==> src/hw/rtl/arw_pkg.sv <==
// ----------------------------------------------------------------------------
// arw_pkg
// Shared widths, codes, the front-to-back command and state types of the
// ARQ receiver window.
// ----------------------------------------------------------------------------
package arw_pkg;

  localparam int SEQ_W        = 32;
  localparam int TAG_W        = 16;
  localparam int LEN_W        = 16;
  localparam int CNT_W        = 32;
  localparam int SLOT_FIELD_W = 6;
  localparam int WSIZE_W      = 6;
  localparam int CFG_INDEX_W  = 4;
  localparam int CFG_DATA_W   = 8;
  localparam int QUEUE_DEPTH  = 2;

  localparam logic [CFG_INDEX_W-1:0] REG_PROTOCOL_MODE = CFG_INDEX_W'(0);
  localparam logic [CFG_INDEX_W-1:0] REG_WINDOW_SIZE   = CFG_INDEX_W'(1);

  localparam logic [WSIZE_W-1:0] WINDOW_SIZE_RESET = WSIZE_W'(4);

  localparam logic MODE_GBN     = 1'b0;
  localparam logic KIND_DELIVER = 1'b0;
  localparam logic KIND_ACK     = 1'b1;

  typedef struct packed {
    logic [SEQ_W-1:0]        seq;
    logic                    ok;
    logic [TAG_W-1:0]        tag;
    logic [LEN_W-1:0]        len;
    logic [SLOT_FIELD_W-1:0] slot;
  } cmd_t;

  typedef enum logic [1:0] {
    F_IDLE,
    F_DIVIDE,
    F_PUSH
  } front_state_t;

  typedef enum logic [1:0] {
    B_IDLE,
    B_FIRST,
    B_RUN,
    B_ACK
  } back_state_t;

endpackage

==> src/hw/rtl/arw_front.sv <==
// ----------------------------------------------------------------------------
// arw_front
// Takes one packet, finds its window slot with a bit-serial remainder of the
// sequence number by the window length, and hands the command to the queue.
// ----------------------------------------------------------------------------
module arw_front #(
  parameter int MAX_WINDOW = 32
) (
  input  logic                               clk,
  input  logic                               rst,
  input  logic [$clog2(MAX_WINDOW + 1)-1:0]  win,
  input  logic                               in_valid,
  output logic                               in_ready,
  input  logic [arw_pkg::SEQ_W-1:0]          seq,
  input  logic                               checksum_ok,
  input  logic [arw_pkg::TAG_W-1:0]          payload_tag,
  input  logic [arw_pkg::LEN_W-1:0]          payload_len,
  output logic                               push,
  output arw_pkg::cmd_t                      push_data,
  input  logic                               q_full
);
  import arw_pkg::*;

  localparam int WIN_W    = $clog2(MAX_WINDOW + 1);
  localparam int CNT_BITS = $clog2(SEQ_W);

  front_state_t         state;
  front_state_t         state_next;
  logic [SEQ_W-1:0]     seq_r;
  logic [SEQ_W-1:0]     dividend;
  logic                 ok_r;
  logic [TAG_W-1:0]     tag_r;
  logic [LEN_W-1:0]     len_r;
  logic [WIN_W-1:0]     rem;
  logic [WIN_W-1:0]     rem_next;
  logic [WIN_W:0]       trial;
  logic [CNT_BITS-1:0]  cnt;
  logic                 last_bit;
  logic                 accept;

  assign accept   = in_valid && in_ready;
  assign last_bit = (cnt == CNT_BITS'(SEQ_W - 1));

  always_comb begin
    trial = {rem, dividend[SEQ_W-1]};
    if (trial >= {1'b0, win}) begin
      rem_next = WIN_W'(trial - {1'b0, win});
    end else begin
      rem_next = WIN_W'(trial);
    end
  end

  always_comb begin
    state_next = state;
    unique case (state)
      F_IDLE:   if (in_valid) state_next = F_DIVIDE;
      F_DIVIDE: if (last_bit) state_next = F_PUSH;
      F_PUSH:   if (!q_full) state_next = F_IDLE;
      default:  state_next = F_IDLE;
    endcase
  end

  always_comb begin
    in_ready = 1'b0;
    push     = 1'b0;
    unique case (state)
      F_IDLE:   in_ready = 1'b1;
      F_DIVIDE: ;
      F_PUSH:   push = !q_full;
      default:  ;
    endcase
  end

  assign push_data = '{seq: seq_r, ok: ok_r, tag: tag_r, len: len_r,
                       slot: SLOT_FIELD_W'(rem)};

  always_ff @(posedge clk) begin
    if (rst) begin
      state <= F_IDLE;
    end else begin
      state <= state_next;
    end
  end

  always_ff @(posedge clk) begin
    if (accept) begin
      seq_r    <= seq;
      dividend <= seq;
      ok_r     <= checksum_ok;
      tag_r    <= payload_tag;
      len_r    <= payload_len;
      rem      <= '0;
      cnt      <= '0;
    end else if (state == F_DIVIDE) begin
      rem      <= rem_next;
      dividend <= dividend << 1;
      cnt      <= cnt + CNT_BITS'(1);
    end
  end

endmodule

==> src/hw/rtl/arw_queue.sv <==
// ----------------------------------------------------------------------------
// arw_queue
// Short command queue between the classifying front and the executing back.
// ----------------------------------------------------------------------------
module arw_queue (
  input  logic          clk,
  input  logic          rst,
  input  logic          push,
  input  arw_pkg::cmd_t push_data,
  output logic          full,
  input  logic          pop,
  output arw_pkg::cmd_t head,
  output logic          not_empty
);
  import arw_pkg::*;

  localparam int PTR_W = (QUEUE_DEPTH > 1) ? $clog2(QUEUE_DEPTH) : 1;
  localparam int CNT_B = $clog2(QUEUE_DEPTH + 1);

  cmd_t             entry [QUEUE_DEPTH];
  logic [PTR_W-1:0] wr_ptr;
  logic [PTR_W-1:0] rd_ptr;
  logic [CNT_B-1:0] count;

  assign full      = (count == CNT_B'(QUEUE_DEPTH));
  assign not_empty = (count != '0);
  assign head      = entry[rd_ptr];

  function automatic logic [PTR_W-1:0] ptr_inc(input logic [PTR_W-1:0] p);
    ptr_inc = (p == PTR_W'(QUEUE_DEPTH - 1)) ? '0 : p + PTR_W'(1);
  endfunction

  always_ff @(posedge clk) begin
    if (rst) begin
      wr_ptr <= '0;
      rd_ptr <= '0;
      count  <= '0;
    end else begin
      if (push) wr_ptr <= ptr_inc(wr_ptr);
      if (pop)  rd_ptr <= ptr_inc(rd_ptr);
      if (push && !pop) begin
        count <= count + CNT_B'(1);
      end else if (pop && !push) begin
        count <= count - CNT_B'(1);
      end
    end
  end

  always_ff @(posedge clk) begin
    if (push) entry[wr_ptr] <= push_data;
  end

endmodule

==> src/hw/rtl/arw_back.sv <==
// ----------------------------------------------------------------------------
// arw_back
// Executes queued packets against the window state: delivers, buffers
// out-of-order slots, releases buffered runs and emits acknowledgements
// through a registered result stage.
// ----------------------------------------------------------------------------
module arw_back #(
  parameter int MAX_WINDOW = 32
) (
  input  logic                               clk,
  input  logic                               rst,
  input  logic                               mode,
  input  logic [$clog2(MAX_WINDOW + 1)-1:0]  win,
  input  arw_pkg::cmd_t                      cmd,
  input  logic                               cmd_valid,
  output logic                               cmd_pop,
  output logic                               out_valid,
  input  logic                               out_ready,
  output logic                               kind,
  output logic [arw_pkg::SEQ_W-1:0]          seq_out,
  output logic [arw_pkg::TAG_W-1:0]          tag_out,
  output logic [arw_pkg::LEN_W-1:0]          len_out,
  output logic [arw_pkg::CNT_W-1:0]          original_count,
  output logic [arw_pkg::CNT_W-1:0]          retransmit_count,
  output logic                               last
);
  import arw_pkg::*;

  localparam int WIN_W  = $clog2(MAX_WINDOW + 1);
  localparam int SLOT_W = (MAX_WINDOW > 1) ? $clog2(MAX_WINDOW) : 1;

  back_state_t          state;
  back_state_t          state_next;

  logic [SEQ_W-1:0]     expected;
  logic [SEQ_W-1:0]     base;
  logic [CNT_W-1:0]     acc_total;
  logic [CNT_W-1:0]     rep_total;
  logic [MAX_WINDOW-1:0] slot_valid;
  logic [TAG_W-1:0]     slot_tag [MAX_WINDOW];
  logic [LEN_W-1:0]     slot_len [MAX_WINDOW];
  logic [TAG_W-1:0]     rd_tag;
  logic [LEN_W-1:0]     rd_len;

  logic [SEQ_W-1:0]     cur_seq;
  logic [TAG_W-1:0]     cur_tag;
  logic [LEN_W-1:0]     cur_len;
  logic [SEQ_W-1:0]     ack_seq;
  logic                 run_en;
  logic [SLOT_W-1:0]    idx;
  logic [SLOT_W-1:0]    idx_next;
  logic [WIN_W-1:0]     n;

  logic [SLOT_W-1:0]    slot;
  logic [SEQ_W:0]       s_ext;
  logic [SEQ_W:0]       b_ext;
  logic [SEQ_W:0]       w_ext;
  logic                 gbn;
  logic                 in_win;
  logic                 dup;
  logic                 c_gbn_hit;
  logic                 c_gbn_miss;
  logic                 c_sr_bad;
  logic                 c_sr_in;
  logic                 c_sr_base;
  logic                 c_sr_store;
  logic                 c_sr_dup;
  logic                 go_first;
  logic                 go_ack;
  logic                 run_more;
  logic                 run_emit;

  logic                 out_free;
  logic                 emit;
  logic                 e_kind;
  logic [SEQ_W-1:0]     e_seq;
  logic [TAG_W-1:0]     e_tag;
  logic [LEN_W-1:0]     e_len;
  logic                 e_last;

  function automatic logic [SLOT_W-1:0] slot_wrap(input logic [SLOT_W-1:0] i,
                                                  input logic [WIN_W-1:0] w);
    logic [WIN_W-1:0] inc;
    inc = WIN_W'(i) + WIN_W'(1);
    slot_wrap = (inc == w) ? '0 : SLOT_W'(inc);
  endfunction

  assign slot  = cmd.slot[SLOT_W-1:0];
  assign s_ext = {1'b0, cmd.seq};
  assign b_ext = {1'b0, base};
  assign w_ext = (SEQ_W + 1)'(win);
  assign gbn   = (mode == MODE_GBN);

  assign in_win = (cmd.seq >= base) && (s_ext < b_ext + w_ext);
  assign dup    = (cmd.seq < base) && (s_ext + w_ext >= b_ext);

  assign c_gbn_hit  = gbn && (cmd.seq == expected) && cmd.ok;
  assign c_gbn_miss = gbn && (cmd.seq != expected);
  assign c_sr_bad   = !gbn && !cmd.ok;
  assign c_sr_in    = !gbn && cmd.ok && in_win;
  assign c_sr_base  = c_sr_in && (cmd.seq == base);
  assign c_sr_store = c_sr_in && (cmd.seq != base);
  assign c_sr_dup   = !gbn && cmd.ok && !in_win && dup;

  assign go_first = c_gbn_hit || c_sr_base;
  assign go_ack   = c_sr_store || c_sr_dup || (c_gbn_miss && (expected != '0));

  assign run_more = (({1'b0, n} + (WIN_W + 1)'(1)) < {1'b0, win}) && slot_valid[idx];
  assign out_free = !out_valid || out_ready;
  assign run_emit = (state == B_RUN) && emit;

  always_comb begin
    state_next = state;
    unique case (state)
      B_IDLE: begin
        if (cmd_valid) begin
          if (go_first) begin
            state_next = B_FIRST;
          end else if (go_ack) begin
            state_next = B_ACK;
          end
        end
      end
      B_FIRST: if (out_free) state_next = run_en ? B_RUN : B_ACK;
      B_RUN:   if (!run_more) state_next = B_ACK;
      B_ACK:   if (out_free) state_next = B_IDLE;
      default: state_next = B_IDLE;
    endcase
  end

  always_comb begin
    cmd_pop = 1'b0;
    emit    = 1'b0;
    e_kind  = KIND_DELIVER;
    e_seq   = cur_seq;
    e_tag   = cur_tag;
    e_len   = cur_len;
    e_last  = 1'b0;
    unique case (state)
      B_IDLE:  cmd_pop = cmd_valid;
      B_FIRST: emit = out_free;
      B_RUN: begin
        emit  = out_free && run_more;
        e_seq = base;
        e_tag = rd_tag;
        e_len = rd_len;
      end
      B_ACK: begin
        emit   = out_free;
        e_kind = KIND_ACK;
        e_seq  = ack_seq;
        e_tag  = '0;
        e_len  = '0;
        e_last = 1'b1;
      end
      default: ;
    endcase
  end

  always_comb begin
    idx_next = idx;
    if (cmd_pop && c_sr_base) begin
      idx_next = slot_wrap(slot, win);
    end else if (run_emit) begin
      idx_next = slot_wrap(idx, win);
    end
  end

  always_ff @(posedge clk) begin
    if (rst) begin
      state <= B_IDLE;
    end else begin
      state <= state_next;
    end
  end

  always_ff @(posedge clk) begin
    if (rst) begin
      expected   <= '0;
      base       <= '0;
      acc_total  <= '0;
      rep_total  <= '0;
      slot_valid <= '0;
    end else begin
      if (cmd_pop) begin
        if (c_gbn_hit) begin
          expected  <= expected + SEQ_W'(1);
          acc_total <= acc_total + CNT_W'(1);
        end
        if (c_gbn_miss || c_sr_bad) rep_total <= rep_total + CNT_W'(1);
        if (c_sr_in) acc_total <= acc_total + CNT_W'(1);
        if (c_sr_base) begin
          slot_valid[slot] <= 1'b0;
          base             <= base + SEQ_W'(1);
        end
        if (c_sr_store) slot_valid[slot] <= 1'b1;
      end
      if (run_emit) begin
        slot_valid[idx] <= 1'b0;
        base            <= base + SEQ_W'(1);
      end
    end
  end

  always_ff @(posedge clk) begin
    if (cmd_pop) begin
      cur_seq <= cmd.seq;
      cur_tag <= cmd.tag;
      cur_len <= cmd.len;
      ack_seq <= c_gbn_miss ? expected - SEQ_W'(1) : cmd.seq;
      run_en  <= c_sr_base;
      n       <= '0;
    end else if (run_emit) begin
      n <= n + WIN_W'(1);
    end
    idx <= idx_next;
  end

  always_ff @(posedge clk) begin
    if (cmd_pop && c_sr_store) begin
      slot_tag[slot] <= cmd.tag;
      slot_len[slot] <= cmd.len;
    end
    rd_tag <= slot_tag[idx_next];
    rd_len <= slot_len[idx_next];
  end

  always_ff @(posedge clk) begin
    if (rst) begin
      out_valid <= 1'b0;
    end else if (emit) begin
      out_valid <= 1'b1;
    end else if (out_ready) begin
      out_valid <= 1'b0;
    end
  end

  always_ff @(posedge clk) begin
    if (emit) begin
      kind             <= e_kind;
      seq_out          <= e_seq;
      tag_out          <= e_tag;
      len_out          <= e_len;
      original_count   <= acc_total;
      retransmit_count <= rep_total;
      last             <= e_last;
    end
  end

endmodule

==> src/hw/rtl/arq_receiver_window_top.sv <==
// ----------------------------------------------------------------------------
// arq_receiver_window_top
// Go-back-N / selective-repeat ARQ receiver with configuration registers.
// Packets are taken one at a time: the front accepts one, runs the bit-serial
//   slot remainder in 32 divide steps, then pushes the command to the queue.
// Commands pass the queue and the back's states to a registered result stage;
//   a release run gives one delivery per cycle unless stalled, then the ack.
// Reset clears window, counters and slot valid bits at once; slot payload
//   storage is not cleared.
// ----------------------------------------------------------------------------
module arq_receiver_window_top #(
  parameter int MAX_WINDOW = 32
) (
  input  logic                             clk,
  input  logic                             rst,
  input  logic                             cfg_valid,
  output logic                             cfg_ready,
  input  logic [arw_pkg::CFG_INDEX_W-1:0]  cfg_index,
  input  logic [arw_pkg::CFG_DATA_W-1:0]   cfg_data,
  input  logic                             in_valid,
  output logic                             in_ready,
  input  logic [arw_pkg::SEQ_W-1:0]        seq,
  input  logic                             checksum_ok,
  input  logic [arw_pkg::TAG_W-1:0]        payload_tag,
  input  logic [arw_pkg::LEN_W-1:0]        payload_len,
  output logic                             out_valid,
  input  logic                             out_ready,
  output logic                             kind,
  output logic [arw_pkg::SEQ_W-1:0]        seq_out,
  output logic [arw_pkg::TAG_W-1:0]        tag_out,
  output logic [arw_pkg::LEN_W-1:0]        len_out,
  output logic [arw_pkg::CNT_W-1:0]        original_count,
  output logic [arw_pkg::CNT_W-1:0]        retransmit_count,
  output logic                             last
);
  import arw_pkg::*;

  localparam int WIN_W = $clog2(MAX_WINDOW + 1);

  logic               protocol_mode;
  logic [WSIZE_W-1:0] win_len;
  logic [WIN_W-1:0]   win;
  logic               push;
  cmd_t               push_data;
  logic               q_full;
  logic               pop;
  cmd_t               head;
  logic               not_empty;

  assign cfg_ready = 1'b1;

  always_ff @(posedge clk) begin
    if (rst) begin
      protocol_mode <= MODE_GBN;
      win_len       <= WINDOW_SIZE_RESET;
    end else if (cfg_valid && cfg_ready) begin
      unique case (cfg_index)
        REG_PROTOCOL_MODE: protocol_mode <= cfg_data[0];
        REG_WINDOW_SIZE:   win_len       <= cfg_data[WSIZE_W-1:0];
        default: ;
      endcase
    end
  end

  // clamp window length to 1..MAX_WINDOW
  always_comb begin
    if (win_len == '0) begin
      win = WIN_W'(1);
    end else if (int'(win_len) > MAX_WINDOW) begin
      win = WIN_W'(MAX_WINDOW);
    end else begin
      win = WIN_W'(win_len);
    end
  end

  arw_front #(.MAX_WINDOW(MAX_WINDOW)) u_front (
    .clk         (clk),
    .rst         (rst),
    .win         (win),
    .in_valid    (in_valid),
    .in_ready    (in_ready),
    .seq         (seq),
    .checksum_ok (checksum_ok),
    .payload_tag (payload_tag),
    .payload_len (payload_len),
    .push        (push),
    .push_data   (push_data),
    .q_full      (q_full)
  );

  arw_queue u_queue (
    .clk       (clk),
    .rst       (rst),
    .push      (push),
    .push_data (push_data),
    .full      (q_full),
    .pop       (pop),
    .head      (head),
    .not_empty (not_empty)
  );

  arw_back #(.MAX_WINDOW(MAX_WINDOW)) u_back (
    .clk              (clk),
    .rst              (rst),
    .mode             (protocol_mode),
    .win              (win),
    .cmd              (head),
    .cmd_valid        (not_empty),
    .cmd_pop          (pop),
    .out_valid        (out_valid),
    .out_ready        (out_ready),
    .kind             (kind),
    .seq_out          (seq_out),
    .tag_out          (tag_out),
    .len_out          (len_out),
    .original_count   (original_count),
    .retransmit_count (retransmit_count),
    .last             (last)
  );

endmodule

==> config.mk <==
export PLATFORM = sky130hd
export DESIGN_NAME = arq_receiver_window_top
export DESIGN_NICKNAME = d
export VERILOG_FILES = /design/src/hw/rtl/arw_pkg.sv /design/src/hw/rtl/arw_front.sv /design/src/hw/rtl/arw_queue.sv /design/src/hw/rtl/arw_back.sv /design/src/hw/rtl/arq_receiver_window_top.sv
export SDC_FILE = /design/constraint.sdc
export NUM_CORES = 2
export LEC_CHECK = 0
export BUFFER_PORTS_ARGS = -buffer_cell sky130_fd_sc_hd__buf_2
export CORE_UTILIZATION = 35
export CTS_CLUSTER_SIZE = 24
export DETAILED_ROUTE_END_ITERATION = 8
export HOLD_SLACK_MARGIN = 0.02
export PLACE_DENSITY = 0.47
export SLEW_MARGIN = 20
export SYNTH_ARGS = -nofsm -noshare
export SYNTH_HDL_FRONTEND = slang
export SYNTH_SLANG_ARGS = --single-unit
==> constraint.sdc <==
create_clock -name clk -period 17.3 [get_ports clk]
set_input_delay 3.46 -clock clk [delete_from_list [all_inputs] [get_ports clk]]
set_output_delay 3.46 -clock clk [all_outputs]
set_load 0.01 [all_outputs]
==> results.md <==
* Outcome: completed
* Slowest cell on crit path: buf_4
* Footprint of the multi-input gates at 25500 um^2
* Synthesized instance count at between 5000 and 6000
* Clk_lat worst skew at between 0.8 and 0.9 ns
* Max cap viols at 0
* Via count at 53100
* Die X at about 470 um
* Row cnt at around 170
* Final Max Tran Viols at 0
* Delay-heaviest family, CP: compound AO/OA/AOI/OAI gates
* Fill cells at 20300
* ANT nets after route at 0
* DRT Wirelength at approximately 250 mm
* Skew final at between 0.06 and 0.07 ns
* Starting DRT DRC Count at 4929
* Clock Sink Count at 1718
* Global-route wire length before repair at about 360 mm
* Antenna violations before repair at 9
* Kind of critical path: flip-flop to flip-flop
* Largest net degree at the start of global routing at about 230
* Worst setup SP type: flip-flop
* Leakage at between 20 and 30 nW
* Fmax at 109 MHz
* Maximum vdd ir drop at about 120 uV
* Grt ovf at 0
* Layout Cell Area excl Fill at 86800 um^2
* Syn-to-layout area delta at 12.7%
* Post-synthesis sequential area ratio at ~64%
* IO Count at roughly 220
* Yosys top cell area share at approximately 58%
* PD cells at about 120 nW/um^2
* Crit end category: flip-flop
* FF+latch count, synth at ~1700
* Fin crit period at 9.15 ns
* Largest area contributor in the netlist: edfxtp_1
* Top cells by area, synth: edfxtp_1 (58%), dfxtp_1 (6.0%), a22oi_1 (2.9%)
* Mapped cell area at approximately 77000 um^2
* Relative slew slack at approximately a quarter
* Core area at 218000 um^2
* Switching share of power at a little over a quarter
* Drt drc at 0
* Post-synth EDFFs at 1487
* Synthesized area per cell at between 10 and 15 um^2
* Post-synth cell types at 97
* # port buffers at roughly 210
* First-pass DRT Iterations at 6
* Routability Congestion at between 0.8 and 0.9
* Placed standard-cell area at approximately 81000 um^2
* CTS Buffer Depth at 3
* Power Internal at ~7.5 mW
* Nets at 6170
* Die ar. at 222000 um^2
* Post-CTS resize count at 0
* Final HPWL DP at roughly 130 mm
* Slew @ Worst Pin at 1.08 ns
* CP Max Fanout at 61
* Async set or reset register ratio after synthesis at 0%
* HP Class: flip-flop to flip-flop
* Max H-tree Level at 4
* Clk pwr share at a little under two fifths
* Yosys warns at 0
* Synth cell count leaders: edfxtp_1 (1487), clkbuf_1 (391), a22oi_1 (294)
* Final Setup Violations at 0
* Worst-path clk slew at around 0.060 ns
* Main flop type after synthesis: edfxtp_1
* Starting Density at roughly 35%
* Part of the power in combinational logic at 14.9%
* Post-synth net total at roughly 6200
* Via-to-Cell Ratio at approximately 6
* Number of global-route vias before repair at ~52000
* GR Util All Layers at around 22%
* Root Buffer: clkbuf_16
* Sequential cell area at 49300 um^2
* Hold-fix buffers at CTS at 0
* Die height at around 470 um
* Hold Vio Cnt, Final at 0
* Num CTS Buffers at between 150 and 200
* Setup bufs post-CTS at 0
* Req. time, crit path at 18.04 ns
* Period utilization at 52.9%
* Most numerous cell in the Yosys netlist: edfxtp_1
* RSZ-0062 raised after global routing: false
* Sw Pwr at roughly 2.8 mW
* CTS tree: done
* Critical path data arrival time at roughly 10 ns
* CP dominant cell by count: a21oi_1
* Largest stage delay, worst path at approximately 0.74 ns
* CP Buf/Inv Count at 4
* TNS Setup at 0 ns
* Layout cell share with drive strength beyond 1 at 13.3%
* Reg power frac at between 40% and 50%
* Per-cell routed wire length at 27.8 um
## cells by family after synthesis
logic type	count (synthesis)	synth area share (%)
AOI/OAI and AO/OA	1783	16.3
muxes	125	1.87
other	1	0.00487
buffers and inverters	658	3.56
xor gates and xnor gates	229	2.66
and+or+nand+nor	1323	9.30
DFF	1718	63.9
adders and majority gates	143	2.35
## per-layer routing
metal / up-vias / routed length [um] / GRT usage [%]
li1: 23800 / - / -
met1: 27100 / 112000 / 30.4
met2: 1869 / 114000 / 34.6
met3: 380 / 15500 / 3.35
met4: 2 / 7200 / 6.93
met5: - / 12 / 0
## path summary, 6_finish.rpt
kind	startpoint	endpoint	cells after the start	slack [ns]
setup / recovery	win_len[4]$_SDFFE_PP0P_	u_back.rd_len[12]$_DFF_P_	29	8.15
hold / removal	u_front.len_r[9]$_DFFE_PP_	u_queue.entry[0][15]$_DFFE_PP_	0	0.43
setup reg to reg	win_len[4]$_SDFFE_PP0P_	u_back.rd_len[12]$_DFF_P_	29	8.15
hold reg to reg	u_front.len_r[9]$_DFFE_PP_	u_queue.entry[0][15]$_DFFE_PP_	0	0.43
## cell usage in the layout (no fill, tap or decap), drive strengths merged, types with 194 or more instances in the layout
cell type / count
o21ai: 297
o211ai: 194
nand3: 288
a22oi: 294
nor2: 263
dfxtp: 231
nand4: 238
clkbuf: 268
buf: 315
edfxtp: 1487
## sequential cells by signal (all words and copies together) (netlist names), 32 cells and up, named ones only
| register | cells |
|---|---|
| u_back.seq_out | 32 |
| u_back.acc_total | 32 |
| u_back.rep_total | 32 |
| u_back.expected | 32 |
| u_back.retransmit_count | 32 |
| u_front.dividend | 32 |
| u_back.cur_seq | 32 |
| u_back.ack_seq | 32 |
| u_back.base | 32 |
| u_back.slot_valid | 32 |
| u_back.slot_len | 512 |
| u_back.slot_tag | 512 |
| u_back.original_count | 32 |
| u_queue.entry | 140 |
| u_front.seq_r | 32 |
## stage by stage
step / total power, mW / util, % / instances / hold slack, ns / setup WS, ns
after CTS: 10.4 / 39.8 / 8959 / 0.435 / 8.20
after floorplan: 5.94 / - / 5980 / 0.421 / 7.82
final: 10.3 / 39.8 / 8962 / 0.431 / 8.15
after global placement: 6.46 / 37.0 / 8603 / 0.427 / 8.21
after global routing: 10.7 / 39.8 / 8962 / 0.457 / 7.72
after detailed placement: 6.47 / 37.0 / 8604 / 0.431 / 8.23
## power by group through the flow
stage / logic (mW) / clock network, mW / registers [mW]
floorplan: 1.03 / 0 / 4.91
global placement: 1.53 / 0 / 4.93
detailed placement: 1.54 / 0 / 4.93
CTS: 1.54 / 4.04 / 4.84
global route: 1.68 / 4.19 / 4.86
finish: 1.54 / 3.95 / 4.84
## worst reg2reg max path, delay by kind of cell, from the launching register on
| kind | cells | cell delay (ns) |
|---|---|---|
| xor+xnor | 1 | 0.15 |
| simple gates | 10 | 2.26 |
| buf+inv | 4 | 2.33 |
| compound gates | 12 | 3.21 |
| flops | 1 | 0.49 |
| fa+ha+maj | 2 | 0.58 |
## cell type report
class	count	share of cell area, %
Tap cell	2854	4.11
Sequential cell	1718	56.7
Antenna cell	2	0.00576
Multi-Input combinational cell	3604	29.3
Inverter	114	0.504
Clock inverter	87	0.912
Timing Repair Buffer	315	2.32
Clock buffer	268	6.05
Power figures use the tool's default switching activity.
